**src/kdslp_pkg.sv**
```systemverilog
`timescale 1ns / 1ps
// Shared types, codes and helper functions for the key debounce / press detector.
// Used by kdslp_engine, key_debounce_short_long_press and kdslp_checker.
package kdslp_pkg;

  localparam int unsigned KeyW   = 7;
  localparam int unsigned KeyIdW = 3;
  localparam int unsigned CodeW  = 4;
  localparam int unsigned CountW = 16;

  localparam logic [CountW-1:0] CountMax     = 16'hFFFF;
  localparam logic [CountW-1:0] DebounceRst  = 16'd2;
  localparam logic [CountW-1:0] LongPressRst = 16'd100;

  // action field
  localparam logic ActTick = 1'b0;
  localparam logic ActRead = 1'b1;

  // configuration register indexes
  localparam logic CfgDebounce  = 1'b0;
  localparam logic CfgLongPress = 1'b1;

  // key ids (0 = none)
  localparam logic [KeyIdW-1:0] KeyNone  = 3'd0;
  localparam logic [KeyIdW-1:0] KeyUp    = 3'd1;
  localparam logic [KeyIdW-1:0] KeyDown  = 3'd2;
  localparam logic [KeyIdW-1:0] KeyLeft  = 3'd3;
  localparam logic [KeyIdW-1:0] KeyRight = 3'd4;
  localparam logic [KeyIdW-1:0] KeyOk    = 3'd5;
  localparam logic [KeyIdW-1:0] KeyBack  = 3'd6;
  localparam logic [KeyIdW-1:0] KeyRun   = 3'd7;

  // event codes; short events share the key id value
  localparam logic [CodeW-1:0] EvNone     = 4'd0;
  localparam logic [CodeW-1:0] EvLongUp   = 4'd8;
  localparam logic [CodeW-1:0] EvLongDown = 4'd9;
  localparam logic [CodeW-1:0] EvLongOk   = 4'd10;
  localparam logic [CodeW-1:0] EvLongRun  = 4'd11;

  typedef struct packed {
    logic [CodeW-1:0]  event_code;
    logic [KeyIdW-1:0] key_id;
    logic [KeyW-1:0]   stable_keys;
  } result_t;

  // priority pick of the lowest pressed key
  function automatic logic [KeyIdW-1:0] lowest_key(input logic [KeyW-1:0] mask);
    logic [KeyIdW-1:0] k;
    k = KeyNone;
    for (int i = KeyW - 1; i >= 0; i--) begin
      if (mask[i]) k = KeyIdW'(i + 1);
    end
    return k;
  endfunction

  function automatic logic [CodeW-1:0] long_code(input logic [KeyIdW-1:0] key);
    logic [CodeW-1:0] c;
    case (key)
      KeyUp:   c = EvLongUp;
      KeyDown: c = EvLongDown;
      KeyOk:   c = EvLongOk;
      KeyRun:  c = EvLongRun;
      default: c = EvNone;
    endcase
    return c;
  endfunction

endpackage

```
**src/kdslp_engine.sv**
```systemverilog
`timescale 1ns / 1ps
// Debounce, press tracking and event mailbox state with its one-pass update.
// Depends on kdslp_pkg.
module kdslp_engine (
  input  logic                           clk_i,
  input  logic                           rst_ni,
  input  logic                           step_i,
  input  logic                           action_i,
  input  logic [kdslp_pkg::KeyW-1:0]     key_mask_i,
  input  logic [kdslp_pkg::CountW-1:0]   debounce_count_i,
  input  logic [kdslp_pkg::CountW-1:0]   long_press_count_i,
  output kdslp_pkg::result_t             result_o
);

  logic [kdslp_pkg::KeyW-1:0]   last_raw_q, last_raw_d;
  logic [kdslp_pkg::CountW-1:0] deb_cnt_q, deb_cnt_d;
  logic [kdslp_pkg::KeyW-1:0]   stable_q, stable_d;
  logic [kdslp_pkg::CountW-1:0] press_cnt_q, press_cnt_d;
  logic                         long_given_q, long_given_d;
  logic [kdslp_pkg::KeyIdW-1:0] held_q, held_d;
  logic [kdslp_pkg::CodeW-1:0]  pending_q, pending_d;
  logic [kdslp_pkg::CodeW-1:0]  post_code;
  logic [kdslp_pkg::CodeW-1:0]  ev_code;

  always_comb begin
    last_raw_d   = last_raw_q;
    deb_cnt_d    = deb_cnt_q;
    stable_d     = stable_q;
    press_cnt_d  = press_cnt_q;
    long_given_d = long_given_q;
    held_d       = held_q;
    pending_d    = pending_q;
    post_code    = kdslp_pkg::EvNone;
    ev_code      = kdslp_pkg::EvNone;

    if (action_i == kdslp_pkg::ActRead) begin
      ev_code   = pending_q;
      pending_d = kdslp_pkg::EvNone;
    end else begin
      if (key_mask_i == last_raw_q) begin
        if (deb_cnt_q < debounce_count_i) deb_cnt_d = deb_cnt_q + 1'b1;
      end else begin
        deb_cnt_d  = '0;
        last_raw_d = key_mask_i;
      end

      if (!(deb_cnt_d < debounce_count_i)) begin
        if (stable_q != key_mask_i) begin
          if (stable_q != '0 && key_mask_i == '0) begin
            // release: short event unless the long stage was reached
            if (!long_given_q) post_code = kdslp_pkg::CodeW'(held_q);
            press_cnt_d  = '0;
            long_given_d = 1'b0;
            held_d       = kdslp_pkg::KeyNone;
          end else if (stable_q == '0) begin
            held_d       = kdslp_pkg::lowest_key(key_mask_i);
            press_cnt_d  = '0;
            long_given_d = 1'b0;
          end
          stable_d = key_mask_i;
        end

        if (held_d != kdslp_pkg::KeyNone && stable_d != '0) begin
          if (press_cnt_d != kdslp_pkg::CountMax) press_cnt_d = press_cnt_d + 1'b1;
          if (press_cnt_d >= long_press_count_i && !long_given_d) begin
            post_code    = kdslp_pkg::long_code(held_d);
            long_given_d = 1'b1;
          end
        end
      end

      // single-slot mailbox, drop while full
      if (post_code != kdslp_pkg::EvNone && pending_q == kdslp_pkg::EvNone) begin
        pending_d = post_code;
      end
    end
  end

  assign result_o.event_code  = ev_code;
  assign result_o.key_id      = held_d;
  assign result_o.stable_keys = stable_d;

  always_ff @(posedge clk_i or negedge rst_ni) begin
    if (!rst_ni) begin
      last_raw_q   <= '0;
      deb_cnt_q    <= '0;
      stable_q     <= '0;
      press_cnt_q  <= '0;
      long_given_q <= 1'b0;
      held_q       <= kdslp_pkg::KeyNone;
      pending_q    <= kdslp_pkg::EvNone;
    end else if (step_i) begin
      last_raw_q   <= last_raw_d;
      deb_cnt_q    <= deb_cnt_d;
      stable_q     <= stable_d;
      press_cnt_q  <= press_cnt_d;
      long_given_q <= long_given_d;
      held_q       <= held_d;
      pending_q    <= pending_d;
    end
  end

endmodule

```
**src/key_debounce_short_long_press.sv**
```systemverilog
`timescale 1ns / 1ps
// Top level of the seven-key debounce and short/long press detector.
// Depends on kdslp_pkg and kdslp_engine.
//
// Usage:
//   Input channel (in_valid_i / in_stall_o): one beat is either a tick
//   (action_i = 0) carrying the sampled key mask, or a read (action_i = 1)
//   that returns and clears the pending event; key_mask_i is ignored on a read.
//   Output channel (out_valid_o / out_stall_i): exactly one result beat per
//   input beat, in order: event_code_o (read only, else 0), key_id_o and
//   stable_keys_o as they stand after that beat.
//   Config channel (cfg_valid_i / cfg_ready_o): index 0 debounce count,
//   index 1 long press count; write only while no beat is in flight.
//   cfg_ready_o is always high.
// Path: an accepted input beat is captured in the input register, then one
//   pass of update logic moves its result into the output register once
//   that register is free or draining.
// Throughput: one beat per cycle while out_stall_i holds no result; the state update is a single pass of
//   compares and 16-bit increments, so consecutive beats chain directly.
// Reset: all state clears, no key held, mailbox empty, debounce count 2,
//   long press count 100; both valid flags drop.
// Stall: while a result waits under out_stall_i the input register holds,
//   and in_stall_o rises only when that register is also occupied.
module key_debounce_short_long_press (
  input  logic                          clk_i,
  input  logic                          rst_ni,
  // input channel
  input  logic                          in_valid_i,
  output logic                          in_stall_o,
  input  logic                          action_i,
  input  logic [kdslp_pkg::KeyW-1:0]    key_mask_i,
  // output channel
  output logic                          out_valid_o,
  input  logic                          out_stall_i,
  output logic [kdslp_pkg::CodeW-1:0]   event_code_o,
  output logic [kdslp_pkg::KeyIdW-1:0]  key_id_o,
  output logic [kdslp_pkg::KeyW-1:0]    stable_keys_o,
  // config channel
  input  logic                          cfg_valid_i,
  output logic                          cfg_ready_o,
  input  logic                          cfg_index_i,
  input  logic [kdslp_pkg::CountW-1:0]  cfg_data_i
);

  // config registers
  logic [kdslp_pkg::CountW-1:0] debounce_q, long_press_q;

  // input register
  logic                         in_vld_q;
  logic                         action_q;
  logic [kdslp_pkg::KeyW-1:0]   mask_q;

  // output register
  logic                         out_vld_q;
  kdslp_pkg::result_t           res_q, res_d;

  logic advance;
  logic in_load;

  // the input register moves on whenever the output register is free or drains
  assign advance    = in_vld_q && (!out_vld_q || !out_stall_i);
  assign in_stall_o = in_vld_q && !advance;
  assign in_load    = in_valid_i && !in_stall_o;
  assign cfg_ready_o = 1'b1;

  always_ff @(posedge clk_i or negedge rst_ni) begin
    if (!rst_ni) begin
      debounce_q   <= kdslp_pkg::DebounceRst;
      long_press_q <= kdslp_pkg::LongPressRst;
    end else if (cfg_valid_i && cfg_ready_o) begin
      case (cfg_index_i)
        kdslp_pkg::CfgDebounce:  debounce_q   <= cfg_data_i;
        kdslp_pkg::CfgLongPress: long_press_q <= cfg_data_i;
        default: ;
      endcase
    end
  end

  always_ff @(posedge clk_i or negedge rst_ni) begin
    if (!rst_ni) begin
      in_vld_q <= 1'b0;
    end else if (!in_stall_o) begin
      in_vld_q <= in_valid_i;
    end
  end

  always_ff @(posedge clk_i) begin
    if (in_load) begin
      action_q <= action_i;
      mask_q   <= key_mask_i;
    end
  end

  kdslp_engine u_engine (
    .clk_i              (clk_i),
    .rst_ni             (rst_ni),
    .step_i             (advance),
    .action_i           (action_q),
    .key_mask_i         (mask_q),
    .debounce_count_i   (debounce_q),
    .long_press_count_i (long_press_q),
    .result_o           (res_d)
  );

  always_ff @(posedge clk_i or negedge rst_ni) begin
    if (!rst_ni) begin
      out_vld_q <= 1'b0;
    end else if (advance) begin
      out_vld_q <= 1'b1;
    end else if (!out_stall_i) begin
      out_vld_q <= 1'b0;
    end
  end

  always_ff @(posedge clk_i) begin
    if (advance) res_q <= res_d;
  end

  assign out_valid_o   = out_vld_q;
  assign event_code_o  = res_q.event_code;
  assign key_id_o      = res_q.key_id;
  assign stable_keys_o = res_q.stable_keys;

endmodule

```
**config.mk**
```make
export PLATFORM = sky130hd
export DESIGN_NAME = key_debounce_short_long_press
export DESIGN_NICKNAME = d
export VERILOG_FILES = /design/src/kdslp_pkg.sv /design/src/kdslp_engine.sv /design/src/key_debounce_short_long_press.sv
export SDC_FILE = /design/constraint.sdc
export NUM_CORES = 1
export LEC_CHECK = 0
export BUFFER_PORTS_ARGS = -buffer_cell sky130_fd_sc_hd__buf_2
export CAP_MARGIN = 30
export CORE_ASPECT_RATIO = 2
export CORE_UTILIZATION = 61
export CTS_CLUSTER_SIZE = 10
export DETAILED_ROUTE_END_ITERATION = 8
export GPL_TIMING_DRIVEN = 0
export PLACE_DENSITY = 0.89
export RECOVER_POWER = 25
export SLEW_MARGIN = 30
export SYNTH_ARGS = -nofsm -noshare
export SYNTH_HDL_FRONTEND = slang
export SYNTH_SLANG_ARGS = --single-unit
```
**constraint.sdc**
```tcl
create_clock -name clk_i -period 5.1 [get_ports clk_i]
set_clock_uncertainty 0.1 [all_clocks]
set_input_delay 0.255 -clock clk_i [delete_from_list [all_inputs] [get_ports clk_i]]
set_output_delay 0.255 -clock clk_i [all_outputs]
set_load 0.01 [all_outputs]
```
## Word-level counts from Yosys, hierarchy flattened

Cells that the tools add are included.

- Flip-flop bits (word level): 110
- Output and inout bits: 17

- Add/sub/neg operators: 2
- $lt $le $gt $ge: 3
- Equal/unequal tests: 8
- Multiplexer cells: 51
- Bitwise gates (word level): 4
- Reduce and logical (&&, ||, !) cells: 27

Operator list:

| operator | number |
|---|---|
| $mux W16 | 13 |
| $mux W3 | 15 |
| $mux W7 | 5 |
| $add A16 B1 Y16 const B | 2 |
| $lt A16 B16 Y1 | 2 |
| $mux W4 | 8 |
| $ge A16 B16 Y1 | 1 |
| $ne A16 B16 Y1 const B | 1 |
| $pmux W4 S4 | 1 |
| $logic_not A7 Y1 | 2 |
| $reduce_bool A7 Y1 | 2 |
| $mux W1 | 9 |
| $reduce_and A2 Y1 | 4 |
| $eq A7 B7 Y1 | 1 |
| $logic_and A1 B1 Y1 | 7 |
| $ne A7 B7 Y1 | 1 |
| $eq A3 B3 Y1 const B | 2 |
| $reduce_and A3 Y1 | 2 |
| $logic_not A1 Y1 | 5 |
| $logic_not A4 Y1 | 1 |
| $not A1 Y1 | 4 |
| $reduce_bool A4 Y1 | 1 |
| $eq A3 B1 Y1 const B | 1 |
| $eq A3 B2 Y1 const B | 1 |
| other kinds (4) | 4 |

## Logic depth before layout (Yosys ltp)

Gate-level depths: netlist of run 1.

- Word-level depth: 27
- Gate-level depth with buffers: 24
- Gate-level depth less buffers: 21

## Modules after synthesis

From an unflattened synthesis of run 1, not the netlist that was laid out.

- Cells, all modules: 640
- Area total of the unflattened synthesis: 6824.0 um2

By module, submodules not included:

| module | times used | cells each | area each (um2) | sequential area each (um2) |
|---|---|---|---|---|
| kdslp_engine | 1 | 539 | 4813.4 | 1351.3 |
| key_debounce_short_long_press | 1 | 101 | 2010.7 | 1516.5 |

## Worst setup path before layout of run 1

OpenSTA, ideal clock, no wires.

- Path kind: register to register
- From: reg mask_q[2] (netlist bit)
- To: reg u_engine.pending_q[1] (netlist bit)
- Setup time: 120 ps
- Arrival time: 4416 ps
- Required time: 4880 ps
- Slack: 464 ps
- Cell stages (with the launch flop): 21
- Buffers on the path: 3
- Cells stage by stage: edfxtp_1 clkbuf_1 xnor2_1 nand4_1 o22ai_1 clkbuf_1 and2_1 ha_1 nand4_1 or3b_2 buf_2 nor2_1 mux2_2 ha_1 a2111oi_0 nor4bb_1 a211oi_1 a21oi_1 a32o_1 a21oi_1 nor2_1

- Longest elaborated chain between the ends: 21
- Elaborated cells on any way between the ends: 55

Ends and longest elaborated chain:

| what | line | RTL |
|---|---|---|
| from (decl) | key_debounce_short_long_press.sv:51 | `logic [kdslp_pkg::KeyW-1:0] mask_q;` |
| from (signal assigned) | key_debounce_short_long_press.sv:90 | `mask_q <= key_mask_i;` |
| $logic_not A7 Y1 | kdslp_engine.sv:49 | `if (stable_q != '0 && key_mask_i == '0) begin` |
| $logic_and A1 B1 Y1 | kdslp_engine.sv:49 |  |
| $mux W16 | kdslp_engine.sv:49 |  |
| $mux W16 | kdslp_engine.sv:48 | `if (stable_q != key_mask_i) begin` |
| $mux W16 | kdslp_engine.sv:47 | `if (!(deb_cnt_d < debounce_count_i)) begin` |
| $mux W16 | kdslp_engine.sv:36 | `if (action_i == kdslp_pkg::ActRead) begin` |
| $add A16 B1 Y16 / $ne A16 B16 Y1 (equally long branches) | kdslp_engine.sv:64 | `if (press_cnt_d != kdslp_pkg::CountMax) press_cnt_d = press_cnt_d + 1'b1;` |
| $mux W16 | kdslp_engine.sv:64 |  |
| (+5 left out) | -- |  |
| $mux W4 | kdslp_engine.sv:65 | `if (press_cnt_d >= long_press_count_i && !long_given_d) begin` |
| $mux W4 | kdslp_engine.sv:63 | `if (held_d != kdslp_pkg::KeyNone && stable_d != '0) begin` |
| $mux W4 (*) | kdslp_engine.sv:47 |  |
| $mux W4 (*) | kdslp_engine.sv:36 |  |
| $reduce_bool A4 Y1 | kdslp_engine.sv:73 | `if (post_code != kdslp_pkg::EvNone && pending_q == kdslp_pkg::EvNone) begin` |
| $logic_and A1 B1 Y1 | kdslp_engine.sv:73 |  |
| $reduce_bool A2 Y1 (no source line) | -- |  |
| $reduce_and A2 Y1 (no source line) | -- |  |
| to (signal assigned) | kdslp_engine.sv:91 | `pending_q <= kdslp_pkg::EvNone;` |
| to (signal assigned) | kdslp_engine.sv:99 | `pending_q <= pending_d;` |
| to (decl) | kdslp_engine.sv:21 | `logic [kdslp_pkg::CodeW-1:0] pending_q, pending_d;` |

Mark *: on every way between the ends. The rest lies on a longest branch, timed or not. The select of a mux whose other input is x is not followed.
A chain may end at the register's enable or synchronous reset.

## Worst setup path in the final report of run 1

- From: reg mask_q[2] (netlist bit)
- To: reg u_engine.pending_q[0] (netlist bit)

Same word-level chain as after synthesis.

==> results of run 1 <==
-- sequential cells by signal (all words and copies together), names as in the netlist, 3 cells and up --
register	count
u_engine.stable_q	7
u_engine.last_raw_q	7
event_code_o	4
stable_keys_o	7
u_engine.deb_cnt_q	16
key_id_o	3
debounce_q	16
u_engine.held_q	3
u_engine.press_cnt_q	16
u_engine.pending_q	4
mask_q	7
long_press_q	16
-- cell families after synthesis --
group                      Yosys count  synth area share (%)
buffers and inverters               71                 4.391
and+or+nand+nor                    210                 15.28
xor gates and xnor gates            41                 5.503
DFF                                110                 43.95
muxes                               37                 6.347
AOI/OAI and AO/OA                  149                 15.26
adders and majority gates           48                 9.204
other                                1               0.05747
-- worst max path at each step --
stage                    from                    end  cells past startpoint
floorplan           mask_q[2]  u_engine.pending_q[1]                     20
global placement    mask_q[2]  u_engine.pending_q[1]                     22
detailed placement  mask_q[2]  u_engine.pending_q[0]                     21
CTS                 mask_q[4]  u_engine.pending_q[0]                     20
global route        mask_q[4]  u_engine.pending_q[0]                     21
finish              mask_q[2]  u_engine.pending_q[0]                     21
-- power by group --
part | switching (mW) | total (mW) | internal, mW | leakage, nW
Combinational | 0.180 | 0.296 | 0.116 | 1.91
Clock | 0.376 | 0.730 | 0.354 | 0.151
Sequential | 0.0333 | 0.994 | 0.961 | 1.35
-- routing by layer --
| layer | vias to the layer above | wire (µm) | part of all wire [%] |
|---|---|---|---|
| met1 | 2829 | 6010 | 33 |
| met2 | 314 | 9881 | 54 |
| met5 | - | 0 | 0 |
| met3 | 113 | 1180 | 6.4 |
| met4 | 0 | 1337 | 7.3 |
| li1 | 2540 | - | - |
-- what timing repair did --
| item | 4_1_cts | 5_1_grt |
|---|---|---|
| setup buffers | 5 | 9 |
| resized for setup | 15 | 38 |
| hold endpoints to repair | 77 | 0 |
| pin swaps | 3 | 10 |
| endpoints found under the setup margin | 41 | 41 |
| hold buffers | 10 | 0 |
-- through the flow --
step	hold WS, ps	cells	instance area (µm²)	setup WS [ps]	utilization [%]
CTS	20.18	878	7460	25.17	71.20
floorplan	-140.6	667	6525	463.7	-
detailed placement	24.76	850	6955	-729.8	66.38
global placement	331.8	849	6922	-553.4	66.06
global route	38.07	887	7644	-207.7	72.95
finish	14.13	887	7644	-54.02	72.95
-- worst min-delay path, stage by stage --
cell and delay (ps):
sky130_fd_sc_hd__buf_2 90, sky130_fd_sc_hd__nand2_1 40, sky130_fd_sc_hd__o21ai_0 60
-- synthesized netlist by cell type, types with 3 or more instances --
cell type,instances
sky130_fd_sc_hd__o21a_1,3
sky130_fd_sc_hd__nor2b_1,3
sky130_fd_sc_hd__ha_1,48
sky130_fd_sc_hd__nor2_1,52
sky130_fd_sc_hd__dfrtp_1,84
sky130_fd_sc_hd__and3_1,9
sky130_fd_sc_hd__a21oi_1,32
sky130_fd_sc_hd__a31oi_1,11
sky130_fd_sc_hd__inv_1,39
sky130_fd_sc_hd__nor3_1,10
sky130_fd_sc_hd__xor2_1,22
sky130_fd_sc_hd__and2_1,12
sky130_fd_sc_hd__and4_1,5
sky130_fd_sc_hd__buf_2,7
sky130_fd_sc_hd__mux2_2,35
sky130_fd_sc_hd__edfxtp_1,22
sky130_fd_sc_hd__nand2b_1,7
sky130_fd_sc_hd__nand2_1,70
sky130_fd_sc_hd__o31ai_1,14
sky130_fd_sc_hd__a22o_1,17
sky130_fd_sc_hd__buf_4,3
sky130_fd_sc_hd__o21ai_0,45
sky130_fd_sc_hd__a32o_1,3
sky130_fd_sc_hd__a21o_1,5
sky130_fd_sc_hd__nand3_1,20
sky130_fd_sc_hd__nor4_1,4
sky130_fd_sc_hd__nand4_1,14
sky130_fd_sc_hd__xnor2_1,19
sky130_fd_sc_hd__dfstp_2,4
sky130_fd_sc_hd__clkbuf_1,22
-- cell type report --
type / instances / share of cell area [%]
well taps: 137 / 2.243
clock inverters: 7 / 1.129
flip-flops and latches: 110 / 37.55
inverters: 39 / 1.915
multi-input cells: 486 / 46.36
plain buffers: 29 / 1.915
repair buffers: 70 / 5.942
clock buffers: 9 / 2.946
==> qor.json, run 1 <==
{
  "setup_path": {
    "critical_path_class": "reg2reg",
    "critPathTopFamily": "simple AND/OR/NAND/NOR gates",
    "worst_ep_required_time_ps": 5250,
    "reg2reg_from": "mask_q[2]",
    "ff2ff_path_depth": 21,
    "worstPathCellList": "xnor2_1 -> nand4_1 -> o22ai_2 -> buf_6 -> and2_1 -> ha_2 -> nand4_1 -> or3b_2 -> buf_2 -> and2_4 -> nand3_1 -> xor2_1 -> nor2_1 -> ha_1 -> and4_1 -> nor4bb_2 -> a211oi_2 -> a21oi_2 -> a32o_2 -> a21oi_2 -> nor2_1",
    "cp_slowest_stage_delay_ps": 520,
    "worst-path-max-fanout": 8,
    "critical_path.reg2reg.endpoint": "u_engine.pending_q[0]",
    "setup.worst_path.end_class": "flip-flop",
    "crit_slowest_cell": "sky130_fd_sc_hd__edfxtp_1",
    "sum_of_buffers_and_inverters_on_the_critical_path": 2,
    "crit_path_launch_type": "flip-flop",
    "timing.critical_path.arrival_ps": 5300,
    "rrSetupSlack_ps": -50
  },
  "synth": {
    "synth.area.top_cells": "sky130_fd_sc_hd__dfrtp_1 (32%), sky130_fd_sc_hd__edfxtp_1 (10%), sky130_fd_sc_hd__ha_1 (9.2%), sky130_fd_sc_hd__mux2_2 (6.0%), sky130_fd_sc_hd__nand2_1 (4.0%)",
    "synth_seq_cells": 110,
    "syn_inst": 667,
    "synth_area_mm2": 0.006525,
    "synth_edf_count": 22,
    "ys_async_sr_fraction_pct": 80.00,
    "synth_top_area_share_pct": 32.21,
    "synth.avg_cell_area_um2": 9.783,
    "synth_top_cell_by_area": "sky130_fd_sc_hd__dfrtp_1",
    "yosys.cell_types.count": 51,
    "syn-num-nets": 745,
    "yosysSeqAreaShare_pct": 43.95,
    "synth_top_flop_cell": "sky130_fd_sc_hd__dfrtp_1",
    "yosysWarnings": 0
  },
  "place": {
    "hpwl_um": 12040,
    "routabilityCongestion": 0.9188,
    "place.port_buffers": 45
  },
  "finish": {
    "regArea_mm2": 0.002870,
    "drive_above_1_share_pct": 21.47,
    "final_net_count": 823,
    "layout_commonest_cell": "sky130_fd_sc_hd__dfrtp_1",
    "multiInputGateArea_mm2": 0.003543,
    "layout-area-overhead-vs-synth_pct": 17.14,
    "most-common-layout-cells": "sky130_fd_sc_hd__dfrtp_1 (82), sky130_fd_sc_hd__nand2_1 (70), sky130_fd_sc_hd__nor2_1 (49)",
    "antenna-diode-count": 0,
    "nFillCells": 688
  },
  "power_and_ir_drop": {
    "max-vdd-ir-drop_v": 0.0001890,
    "pwr_density_cell_mw_per_mm2": 264.2,
    "p_total_mw": 2.020,
    "leakagePower_nw": 3.412
  },
  "floorplan": {
    "floorplan.rows": 53,
    "core_region_area_mm2": 0.01048,
    "die_h_um": 148.3,
    "starting_density_of_the_core_pct": 62.28,
    "die_area_mm2": 0.01114,
    "io-pin-count": 47,
    "floorplan.die.width_um": 75.13
  },
  "grt": {
    "number_of_global_route_vias_before_repair": 5717,
    "met2_usage_pct": 57.88,
    "grt_pass1_wl_um": 27880,
    "met3_track_usage_gr_pct": 9.079,
    "grt_util_all_layers_pct": 33.79,
    "grt.met1_usage_pct": 33.74,
    "gr-total-overflow": 0,
    "number_of_antenna_violations_at_the_first_check_in_global_routing": 0,
    "busiest_layer": "met2",
    "grt_start_max_net_pins": 67
  },
  "detailed_routing": {
    "drt_pass1_iterations": 5,
    "detail_route.wl_per_cell_um": 20.76,
    "antenna_violating_nets_post_route": 0,
    "total_via_count_after_detailed_routing": 5796,
    "vias_per_cell": 6.534,
    "drc": 0,
    "detail_route.wirelength_um": 18410,
    "detailedRoute.firstIterationViolations": 606
  },
  "run_status": {
    "run_status": "finished with violations",
    "violations_in_the_final_reports": "setup timing"
  },
  "clocking": {
    "ctsHtreeMaxLevel": 3,
    "cts_made_buffers": 9,
    "root_driver": "sky130_fd_sc_hd__clkbuf_16",
    "cts_sinks": 110,
    "clk_pin_slew_worst_paths_ps": 80,
    "cts.path.max_buffers": 2,
    "tritoncts": "done",
    "clk_latency_ps": 370
  },
  "sta": {
    "final-setup-viol-count": 2,
    "min_period_over_period_pct": 101.1,
    "setup-tns-final_ps": -83.85,
    "finalHoldViolCount": 0,
    "smallest_setup_slack_after_layout_ps": -54.02,
    "worst_max_slew_pin_slew_ps": 1411,
    "max_clock_freq_ghz": 0.1940,
    "timing.final.max_slew_violations": 0,
    "max-slew-margin-rel_pct": 5.959,
    "min_period_ps": 5154
  },
  "flow_run": {
    "maxCapViolations": 0
  },
  "min_path": {
    "hold_class": "in2reg",
    "worstHoldStart": "cfg_data_i[15]",
    "min_delay_path_depth": 3,
    "whs_endpoint": "debounce_q[15]"
  }
}
Note: power is estimated with default switching activity, not from simulation.
==> run 2: changes to the inputs <==
--- a/config.mk
+++ b/config.mk
@@ -12,7 +12,7 @@
 export CTS_CLUSTER_SIZE = 10
 export DETAILED_ROUTE_END_ITERATION = 8
 export GPL_TIMING_DRIVEN = 0
-export PLACE_DENSITY = 0.89
+export PLACE_DENSITY = 0.91
 export RECOVER_POWER = 25
 export SLEW_MARGIN = 30
 export SYNTH_ARGS = -nofsm -noshare
==> constraint.sdc (replaced) <==
create_clock -name clk_i -period 5.1 [get_ports clk_i]
set_clock_uncertainty 0.1 [all_clocks]
set_input_delay 1.02 -clock clk_i [delete_from_list [all_inputs] [get_ports clk_i]]
set_output_delay 1.02 -clock clk_i [all_outputs]
set_load 0.01 [all_outputs]
==> qor.json, run 2 (synthesized netlist as in run 1, its figures left out) <==
{
  "setup_path": {
    "ff2ff_path_depth": {"value": 22, "change": "was 21"},
    "critical_path.reg2reg.endpoint": {"value": "u_engine.pending_q[1]", "change": "was u_engine.pending_q[0]"},
    "cp_slowest_stage_delay": {"value": 490, "unit": "ps", "change": "was 520 ps"},
    "crit_path_launch_type": {"value": "flip-flop", "change": "unchanged"},
    "timing.critical_path.arrival": {"value": 5290, "unit": "ps", "change": "was 5300 ps"},
    "critPathTopFamily": {"value": "simple AND/OR/NAND/NOR gates", "change": "unchanged"},
    "reg2reg_from": {"value": "mask_q[5]", "change": "was mask_q[2]"},
    "crit_slowest_cell": {"value": "sky130_fd_sc_hd__edfxtp_1", "change": "unchanged"},
    "worstPathCellList": {"value": "buf_4 -> nor4_1 -> and2_1 -> o22ai_2 -> buf_6 -> and2_1 -> ha_2 -> nand4_1 -> or3b_2 -> buf_2 -> nand3_2 -> nor3_4 -> nand2_1 -> xor2_2 -> ha_1 -> and4_1 -> nor4bb_2 -> a211oi_2 -> a21oi_2 -> a32o_1 -> a21oi_1 -> nor2_1", "change": "was xnor2_1 -> nand4_1 -> o22ai_2 -> buf_6 -> and2_1 -> ha_2 -> nand4_1 -> or3b_2 -> buf_2 -> and2_4 -> nand3_1 -> xor2_1 -> nor2_1 -> ha_1 -> and4_1 -> nor4bb_2 -> a211oi_2 -> a21oi_2 -> a32o_2 -> a21oi_2 -> nor2_1"},
    "rrSetupSlack": {"value": -30, "unit": "ps", "change": "was -50 ps"},
    "critPathMostFrequentCell": "sky130_fd_sc_hd__and2_1",
    "critical_path_class": {"value": "reg2reg", "change": "unchanged"},
    "worst_ep_required_time": {"value": 5260, "unit": "ps", "change": "was 5250 ps"},
    "sum_of_buffers_and_inverters_on_the_critical_path": {"value": 3, "change": "was 2"},
    "setup.worst_path.end_class": {"value": "flip-flop", "change": "unchanged"},
    "worst-path-max-fanout": {"value": 8, "change": "unchanged"}
  },
  "floorplan": {
    "die_h": {"value": 148.3, "unit": "µm", "change": "unchanged"},
    "io-pin-count": {"value": 47, "change": "unchanged"},
    "floorplan.rows": {"value": 53, "change": "unchanged"},
    "core_region_area": {"value": 0.01048, "unit": "mm²", "change": "unchanged"},
    "starting_density_of_the_core": {"value": 62.28, "unit": "%", "change": "unchanged"},
    "die_area": {"value": 0.01114, "unit": "mm²", "change": "unchanged"},
    "floorplan.die.width": {"value": 75.13, "unit": "µm", "change": "unchanged"}
  },
  "sta": {
    "final-setup-viol-count": {"value": 1, "change": "was 2"},
    "min_period_over_period": {"value": 100.6, "unit": "%", "change": "was 101.1%"},
    "finalHoldViolCount": {"value": 0, "change": "unchanged"},
    "max-slew-margin-rel": {"value": 9.128, "unit": "%", "change": "was 5.959%"},
    "min_period": {"value": 5133, "unit": "ps", "change": "was 5154 ps"},
    "worst_max_slew_pin_slew": {"value": 1363, "unit": "ps", "change": "was 1411 ps"},
    "smallest_setup_slack_after_layout": {"value": -32.63, "unit": "ps", "change": "was -54.02 ps"},
    "worst_hold_slack": {"value": 411.1, "unit": "ps", "change": "was 14.13 ps"},
    "timing.final.max_slew_violations": {"value": 0, "change": "unchanged"},
    "rsz_0062_raised_after_global_routing": "true",
    "max_clock_freq": {"value": 0.1948, "unit": "GHz", "change": "was 0.1940 GHz"}
  },
  "place": {
    "place.port_buffers": {"value": 45, "change": "unchanged"},
    "preCtsSetupSlack": {"value": -640.4, "unit": "ps", "change": "was -729.8 ps"},
    "hpwl": {"value": 12130, "unit": "µm", "change": "was 12040 µm"},
    "routabilityCongestion": {"value": 0.8910, "change": "was 0.9188"}
  },
  "power_and_ir_drop": {
    "pwr_density_cell": {"value": 265.5, "unit": "mW/mm²", "change": "was 264.2 mW/mm²"},
    "max-vdd-ir-drop": {"value": 0.0002246, "unit": "V", "change": "was 0.0001890 V"},
    "leakagePower": {"value": 3.397, "unit": "nW", "change": "was 3.412 nW"}
  },
  "grt": {
    "number_of_antenna_violations_at_the_first_check_in_global_routing": {"value": 0, "change": "unchanged"},
    "number_of_global_route_vias_before_repair": {"value": 5748, "change": "was 5717"},
    "grt_start_max_net_pins": {"value": 69, "change": "was 67"},
    "gr-total-overflow": {"value": 0, "change": "unchanged"},
    "grt_util_all_layers": {"value": 32.94, "unit": "%", "change": "was 33.79%"},
    "grt_pass1_wl": {"value": 27280, "unit": "µm", "change": "was 27880 µm"}
  },
  "min_path": {
    "worstHoldStart": {"value": "in_vld_q", "change": "was cfg_data_i[15]"},
    "whs_endpoint": {"value": "out_valid_o", "change": "was debounce_q[15]"},
    "hold_class": {"value": "reg2reg", "change": "was in2reg"},
    "min_delay_path_depth": {"value": 1, "change": "was 3"}
  },
  "detailed_routing": {
    "detail_route.wirelength": {"value": 18240, "unit": "µm", "change": "was 18410 µm"},
    "drc": {"value": 0, "change": "unchanged"},
    "detailedRoute.firstIterationViolations": {"value": 763, "change": "was 606"},
    "vias_per_cell": {"value": 6.554, "change": "was 6.534"},
    "detail_route.wl_per_cell": {"value": 20.70, "unit": "µm", "change": "was 20.76 µm"},
    "drt_pass1_iterations": {"value": 6, "change": "was 5"},
    "total_via_count_after_detailed_routing": {"value": 5774, "change": "was 5796"},
    "antenna_violating_nets_post_route": {"value": 0, "change": "unchanged"}
  },
  "finish": {
    "drive_above_1_share": {"value": 21.77, "unit": "%", "change": "was 21.47%"},
    "layout_commonest_cell": {"value": "sky130_fd_sc_hd__dfrtp_1", "change": "unchanged"},
    "antenna-diode-count": {"value": 0, "change": "unchanged"},
    "most-common-layout-cells": {"value": "sky130_fd_sc_hd__dfrtp_1 (83), sky130_fd_sc_hd__nand2_1 (70), sky130_fd_sc_hd__nor2_1 (51)", "change": "was sky130_fd_sc_hd__dfrtp_1 (82), sky130_fd_sc_hd__nand2_1 (70), sky130_fd_sc_hd__nor2_1 (49)"},
    "final_net_count": {"value": 817, "change": "was 823"},
    "layout-area-overhead-vs-synth": {"value": 15.82, "unit": "%", "change": "was 17.14%"}
  },
  "run_status": {
    "violations_in_the_final_reports": {"value": "setup timing", "change": "unchanged"},
    "run_status": {"value": "finished with violations", "change": "unchanged"}
  },
  "flow_run": {
    "maxCapViolations": {"value": 0, "change": "unchanged"}
  },
  "clocking": {
    "root_driver": {"value": "sky130_fd_sc_hd__clkbuf_16", "change": "unchanged"},
    "tritoncts": {"value": "done", "change": "unchanged"},
    "clk_latency": {"value": 370, "unit": "ps", "change": "about the same"},
    "cts.path.max_buffers": {"value": 2, "change": "unchanged"},
    "hold_buffer_count_at_cts": {"value": 0, "change": "was 10"},
    "clk_pin_slew_worst_paths": {"value": 80, "unit": "ps", "change": "about the same"},
    "cts_made_buffers": {"value": 9, "change": "unchanged"},
    "ctsHtreeMaxLevel": {"value": 3, "change": "unchanged"},
    "cts_sinks": {"value": 110, "change": "unchanged"}
  }
}
run 2: layout make-up:
class / instances / area (µm²)
tap: 137 / 171.4
multi-input combinational: 486 / 3543
inverter: 39 / 146.4
timing repair buffer: 64 / 386.6
clock inverter: 7 / 73.82
clock buffer: 9 / 225.2
fill: 725 / 2920
buffer: 29 / 141.4
sequential: 110 / 2869
run 2: per-stage QoR:
step	instances	power (mW)	util (%)	TNS, ps	instance area (µm²)
detailed placement	850	1.270	66.38	-6609	6955
global route	881	2.071	72.13	-792.0	7557
floorplan	667	1.170	-	0	6525
CTS	865	1.975	70.01	0	7336
global placement	849	1.243	66.06	-3683	6922
finish	881	2.007	72.13	-32.63	7557
run 2: repair_timing:
| action | 4_1_cts | 5_1_grt |
|---|---|---|
| pin swaps | 0 | 8 |
| buffers inserted | 1 | 17 |
| hold endpoints to repair | 0 | 0 |
| setup endpoints to repair | 41 | 39 |
| gates resized for setup | 18 | 26 |
run 2: report_power, final:
group          switching [mW]  total (mW)  internal, mW
Sequential             0.0339       0.995         0.961
Combinational           0.180       0.292         0.112
Clock                   0.372       0.720         0.349
Total                   0.585        2.01          1.42
run 2: how the worst max path moves through the flow:
stage                   start                    end  slack, ps  cells past startpoint
floorplan           mask_q[2]  u_engine.pending_q[1]        460                     20
global placement    mask_q[2]  u_engine.pending_q[0]       -510                     22
detailed placement  mask_q[2]  u_engine.pending_q[1]       -640                     22
CTS                 mask_q[6]  u_engine.pending_q[1]         20                     22
global route        mask_q[2]  u_engine.pending_q[1]       -250                     19
finish              mask_q[5]  u_engine.pending_q[1]        -30                     22
run 2: metal layers:
metal / vias to the layer above / wire, µm / track usage, %
met5: - / 0 / 0
met4: 0 / 1573 / 23.89
met3: 150 / 1032 / 7.588
met2: 362 / 9363 / 54.23
met1: 2739 / 6271 / 35.86
li1: 2523 / - / -
==> run 3: changes to the inputs <==
--- a/config.mk
+++ b/config.mk
@@ -8,6 +8,7 @@
 export BUFFER_PORTS_ARGS = -buffer_cell sky130_fd_sc_hd__buf_2
 export CAP_MARGIN = 30
 export CORE_ASPECT_RATIO = 2
+export CORE_MARGIN = 2
 export CORE_UTILIZATION = 61
 export CTS_CLUSTER_SIZE = 10
 export DETAILED_ROUTE_END_ITERATION = 8
==> qor.json, run 3 (synthesized netlist as in run 1, its figures left out) <==
{
  "run_status": {
    "run_status": {"value": "finished with violations", "change": "unchanged"},
    "violations_in_the_final_reports": {"value": "capacitance limit, slew limit", "change": "was setup timing"}
  },
  "detailed_routing": {
    "detailedRoute.firstIterationViolations": {"value": 560, "change": "was 763"},
    "detail_route.wl_per_cell": {"value": 20.26, "unit": "µm", "change": "was 20.70 µm"},
    "total_via_count_after_detailed_routing": {"value": 5678, "change": "was 5774"},
    "drc": {"value": 0, "change": "unchanged"},
    "detail_route.wirelength": {"value": 17810, "unit": "µm", "change": "was 18240 µm"},
    "drt_pass1_iterations": {"value": 6, "change": "unchanged"},
    "antenna_violating_nets_post_route": {"value": 0, "change": "unchanged"},
    "vias_per_cell": {"value": 6.460, "change": "was 6.554"}
  },
  "grt": {
    "number_of_antenna_violations_at_the_first_check_in_global_routing": {"value": 0, "change": "unchanged"},
    "gr-total-overflow": {"value": 0, "change": "unchanged"},
    "grt_pass1_wl": {"value": 27460, "unit": "µm", "change": "was 27280 µm"},
    "grt_util_all_layers": {"value": 30.27, "unit": "%", "change": "was 32.94%"},
    "grt_start_max_net_pins": {"value": 49, "change": "was 69"},
    "number_of_global_route_vias_before_repair": {"value": 5702, "change": "was 5748"}
  },
  "finish": {
    "utilization": {"value": 71.63, "unit": "%", "change": "was 72.13%"},
    "postLayoutCellArea": {"value": 0.007505, "unit": "mm²", "change": "was 0.007557 mm²"},
    "drive_above_1_share": {"value": 20.35, "unit": "%", "change": "was 21.77%"},
    "layout_commonest_cell": {"value": "sky130_fd_sc_hd__dfrtp_1", "change": "unchanged"},
    "most-common-layout-cells": {"value": "sky130_fd_sc_hd__dfrtp_1 (83), sky130_fd_sc_hd__nand2_1 (70), sky130_fd_sc_hd__nor2_1 (51)", "change": "unchanged"},
    "antenna-diode-count": {"value": 0, "change": "unchanged"},
    "final_net_count": {"value": 815, "change": "was 817"},
    "layout-area-overhead-vs-synth": {"value": 15.01, "unit": "%", "change": "was 15.82%"},
    "final_cells": {"value": 879, "change": "was 881"}
  },
  "clocking": {
    "cts_made_buffers": {"value": 9, "change": "unchanged"},
    "cts_sinks": {"value": 110, "change": "unchanged"},
    "cts.path.max_buffers": {"value": 2, "change": "unchanged"},
    "root_driver": {"value": "sky130_fd_sc_hd__clkbuf_16", "change": "unchanged"},
    "ctsHtreeMaxLevel": {"value": 3, "change": "unchanged"},
    "clk_pin_slew_worst_paths": {"value": 80, "unit": "ps", "change": "about the same"},
    "clk_latency": {"value": 360, "unit": "ps", "change": "was 370 ps"},
    "tritoncts": {"value": "done", "change": "unchanged"}
  },
  "floorplan": {
    "starting_density_of_the_core": {"value": 62.28, "unit": "%", "change": "unchanged"},
    "io-pin-count": {"value": 47, "change": "unchanged"},
    "floorplan.rows": {"value": 53, "change": "unchanged"},
    "floorplan.die.width": {"value": 77.13, "unit": "µm", "change": "was 75.13 µm"},
    "die_area": {"value": 0.01159, "unit": "mm²", "change": "was 0.01114 mm²"},
    "die_h": {"value": 150.3, "unit": "µm", "change": "was 148.3 µm"},
    "core_region_area": {"value": 0.01048, "unit": "mm²", "change": "unchanged"}
  },
  "setup_path": {
    "cp_slowest_stage_delay": {"value": 460, "unit": "ps", "change": "was 490 ps"},
    "timing.critical_path.arrival": {"value": 5000, "unit": "ps", "change": "was 5290 ps"},
    "worstPathCellList": {"value": "ha_1 -> and4_1 -> nand2_1 -> a2111o_1 -> and3_1 -> and4_2 -> nand2_1 -> xor2_1 -> nor2_1 -> ha_1 -> nand4_1 -> nor3_4 -> nand3_1 -> a211o_2 -> a21oi_1 -> clkbuf_4 -> mux2_2", "change": "was buf_4 -> nor4_1 -> and2_1 -> o22ai_2 -> buf_6 -> and2_1 -> ha_2 -> nand4_1 -> or3b_2 -> buf_2 -> nand3_2 -> nor3_4 -> nand2_1 -> xor2_2 -> ha_1 -> and4_1 -> nor4bb_2 -> a211oi_2 -> a21oi_2 -> a32o_1 -> a21oi_1 -> nor2_1"},
    "setup.worst_path.end_class": {"value": "flip-flop", "change": "unchanged"},
    "worst-path-max-fanout": {"value": 10, "change": "was 8"},
    "crit_path_launch_type": {"value": "flip-flop", "change": "unchanged"},
    "critical_path_class": {"value": "reg2reg", "change": "unchanged"},
    "crit_slowest_cell": {"value": "sky130_fd_sc_hd__dfrtp_1", "change": "was sky130_fd_sc_hd__edfxtp_1"},
    "worst_ep_required_time": {"value": 5110, "unit": "ps", "change": "was 5260 ps"}
  },
  "sta": {
    "min_period": {"value": 4995, "unit": "ps", "change": "was 5133 ps"},
    "setup-tns-final": {"value": 0, "unit": "ps", "change": "was -32.63 ps"},
    "final-setup-viol-count": {"value": 0, "change": "was 1"},
    "max-slew-margin-rel": {"value": -62.53, "unit": "%", "change": "was 9.128%"},
    "timing.final.max_slew_violations": {"value": 41, "change": "was 0"},
    "finalHoldViolCount": {"value": 0, "change": "unchanged"},
    "worst_max_slew_pin_slew": {"value": 2438, "unit": "ps", "change": "was 1363 ps"},
    "max_clock_freq": {"value": 0.2002, "unit": "GHz", "change": "was 0.1948 GHz"},
    "min_period_over_period": {"value": 97.94, "unit": "%", "change": "was 100.6%"}
  },
  "power_and_ir_drop": {
    "p_total": {"value": 1.996, "unit": "mW", "change": "was 2.007 mW"},
    "pwr_density_cell": {"value": 266.0, "unit": "mW/mm²", "change": "was 265.5 mW/mm²"},
    "max-vdd-ir-drop": {"value": 0.0002222, "unit": "V", "change": "was 0.0002246 V"},
    "leakagePower": {"value": 3.377, "unit": "nW", "change": "was 3.397 nW"}
  },
  "place": {
    "placedInstanceArea": {"value": 0.006955, "unit": "mm²", "change": "unchanged"},
    "hpwl": {"value": 12220, "unit": "µm", "change": "was 12130 µm"},
    "dp.cells": {"value": 850, "change": "unchanged"},
    "place.port_buffers": {"value": 45, "change": "unchanged"},
    "routabilityCongestion": {"value": 0.9901, "change": "was 0.8910"}
  },
  "min_path": {
    "hold_class": {"value": "reg2reg", "change": "unchanged"}
  },
  "flow_run": {
    "maxCapViolations": {"value": 1, "change": "was 0"}
  }
}
[run 3: cell types whose count changed in the layout (fill, tap and decap cells not counted), sizes merged]
cell	before	now
inv	43	42
clkbuf	28	31
clkinv	3	4
buf	74	69
[run 3: per-stage QoR]
stage / setup slack, ps / hold WS [ps]
after floorplan: 463.7 / 363.7
after global placement: -486.2 / 376.0
after detailed placement: -711.9 / 390.2
after CTS: 22.32 / 407.0
after global routing: -93.64 / 420.7
final: 105.3 / 405.5
[run 3: cell type report]
| type | instances | area, µm² |
|---|---|---|
| Buffer | 28 | 136.4 |
| Clock buffer | 9 | 225.2 |
| Clock inverter | 7 | 78.83 |
| Fill cell | 723 | 2973 |
| Inverter | 39 | 146.4 |
| Multi-Input combinational cell | 486 | 3487 |
| Sequential cell | 110 | 2869 |
| Tap cell | 137 | 171.4 |
| Timing Repair Buffer | 63 | 390.4 |
[run 3: routing by layer]
layer  share of wire (%)  global-route usage (%)  vias to the layer above
li1                    -                       -                     2525
met1                  34                   31.03                     2695
met2                  52                   54.48                      321
met3                 5.2                   5.156                      137
met4                 9.0                   22.23                        0
met5                   0                       0                        -
[run 3: critical path: cells and delay by family (launching register included)]
family,cells,cell delay (ps)
compound gates,3,1010
xor+xnor,1,170
fa+ha+maj,2,670
buf+inv,1,260
flops,1,460
mux,1,360
simple gates,9,1710
[run 3: final timing paths]
check                                             from  cells after the start                     end  slack, ps
worst max-delay path            u_engine.deb_cnt_q[14]                     17        stable_keys_o[4]        110
worst min-delay path            u_engine.last_raw_q[2]                      2  u_engine.last_raw_q[2]        410
worst max register to register  u_engine.deb_cnt_q[14]                     17        stable_keys_o[4]        110
worst min register to register  u_engine.last_raw_q[2]                      2  u_engine.last_raw_q[2]        410
max in group asynchronous                       rst_ni                      1  u_engine.deb_cnt_q[13]       2060
min in group asynchronous                       rst_ni                      1  u_engine.deb_cnt_q[13]       1290
[run 3: repair_timing]
action	CTS	global route
gates resized for setup	11	24
endpoints found under the setup margin	41	41
setup buffers	4	13
pin swaps	1	9
hold buffers	0	0
hold endpoints to repair	0	0
[run 3: report_power, final]
group,switching [mW],internal [mW],total (mW)
Combinational,0.178,0.110,0.288
Clock,0.366,0.349,0.715
Sequential,0.0326,0.961,0.993
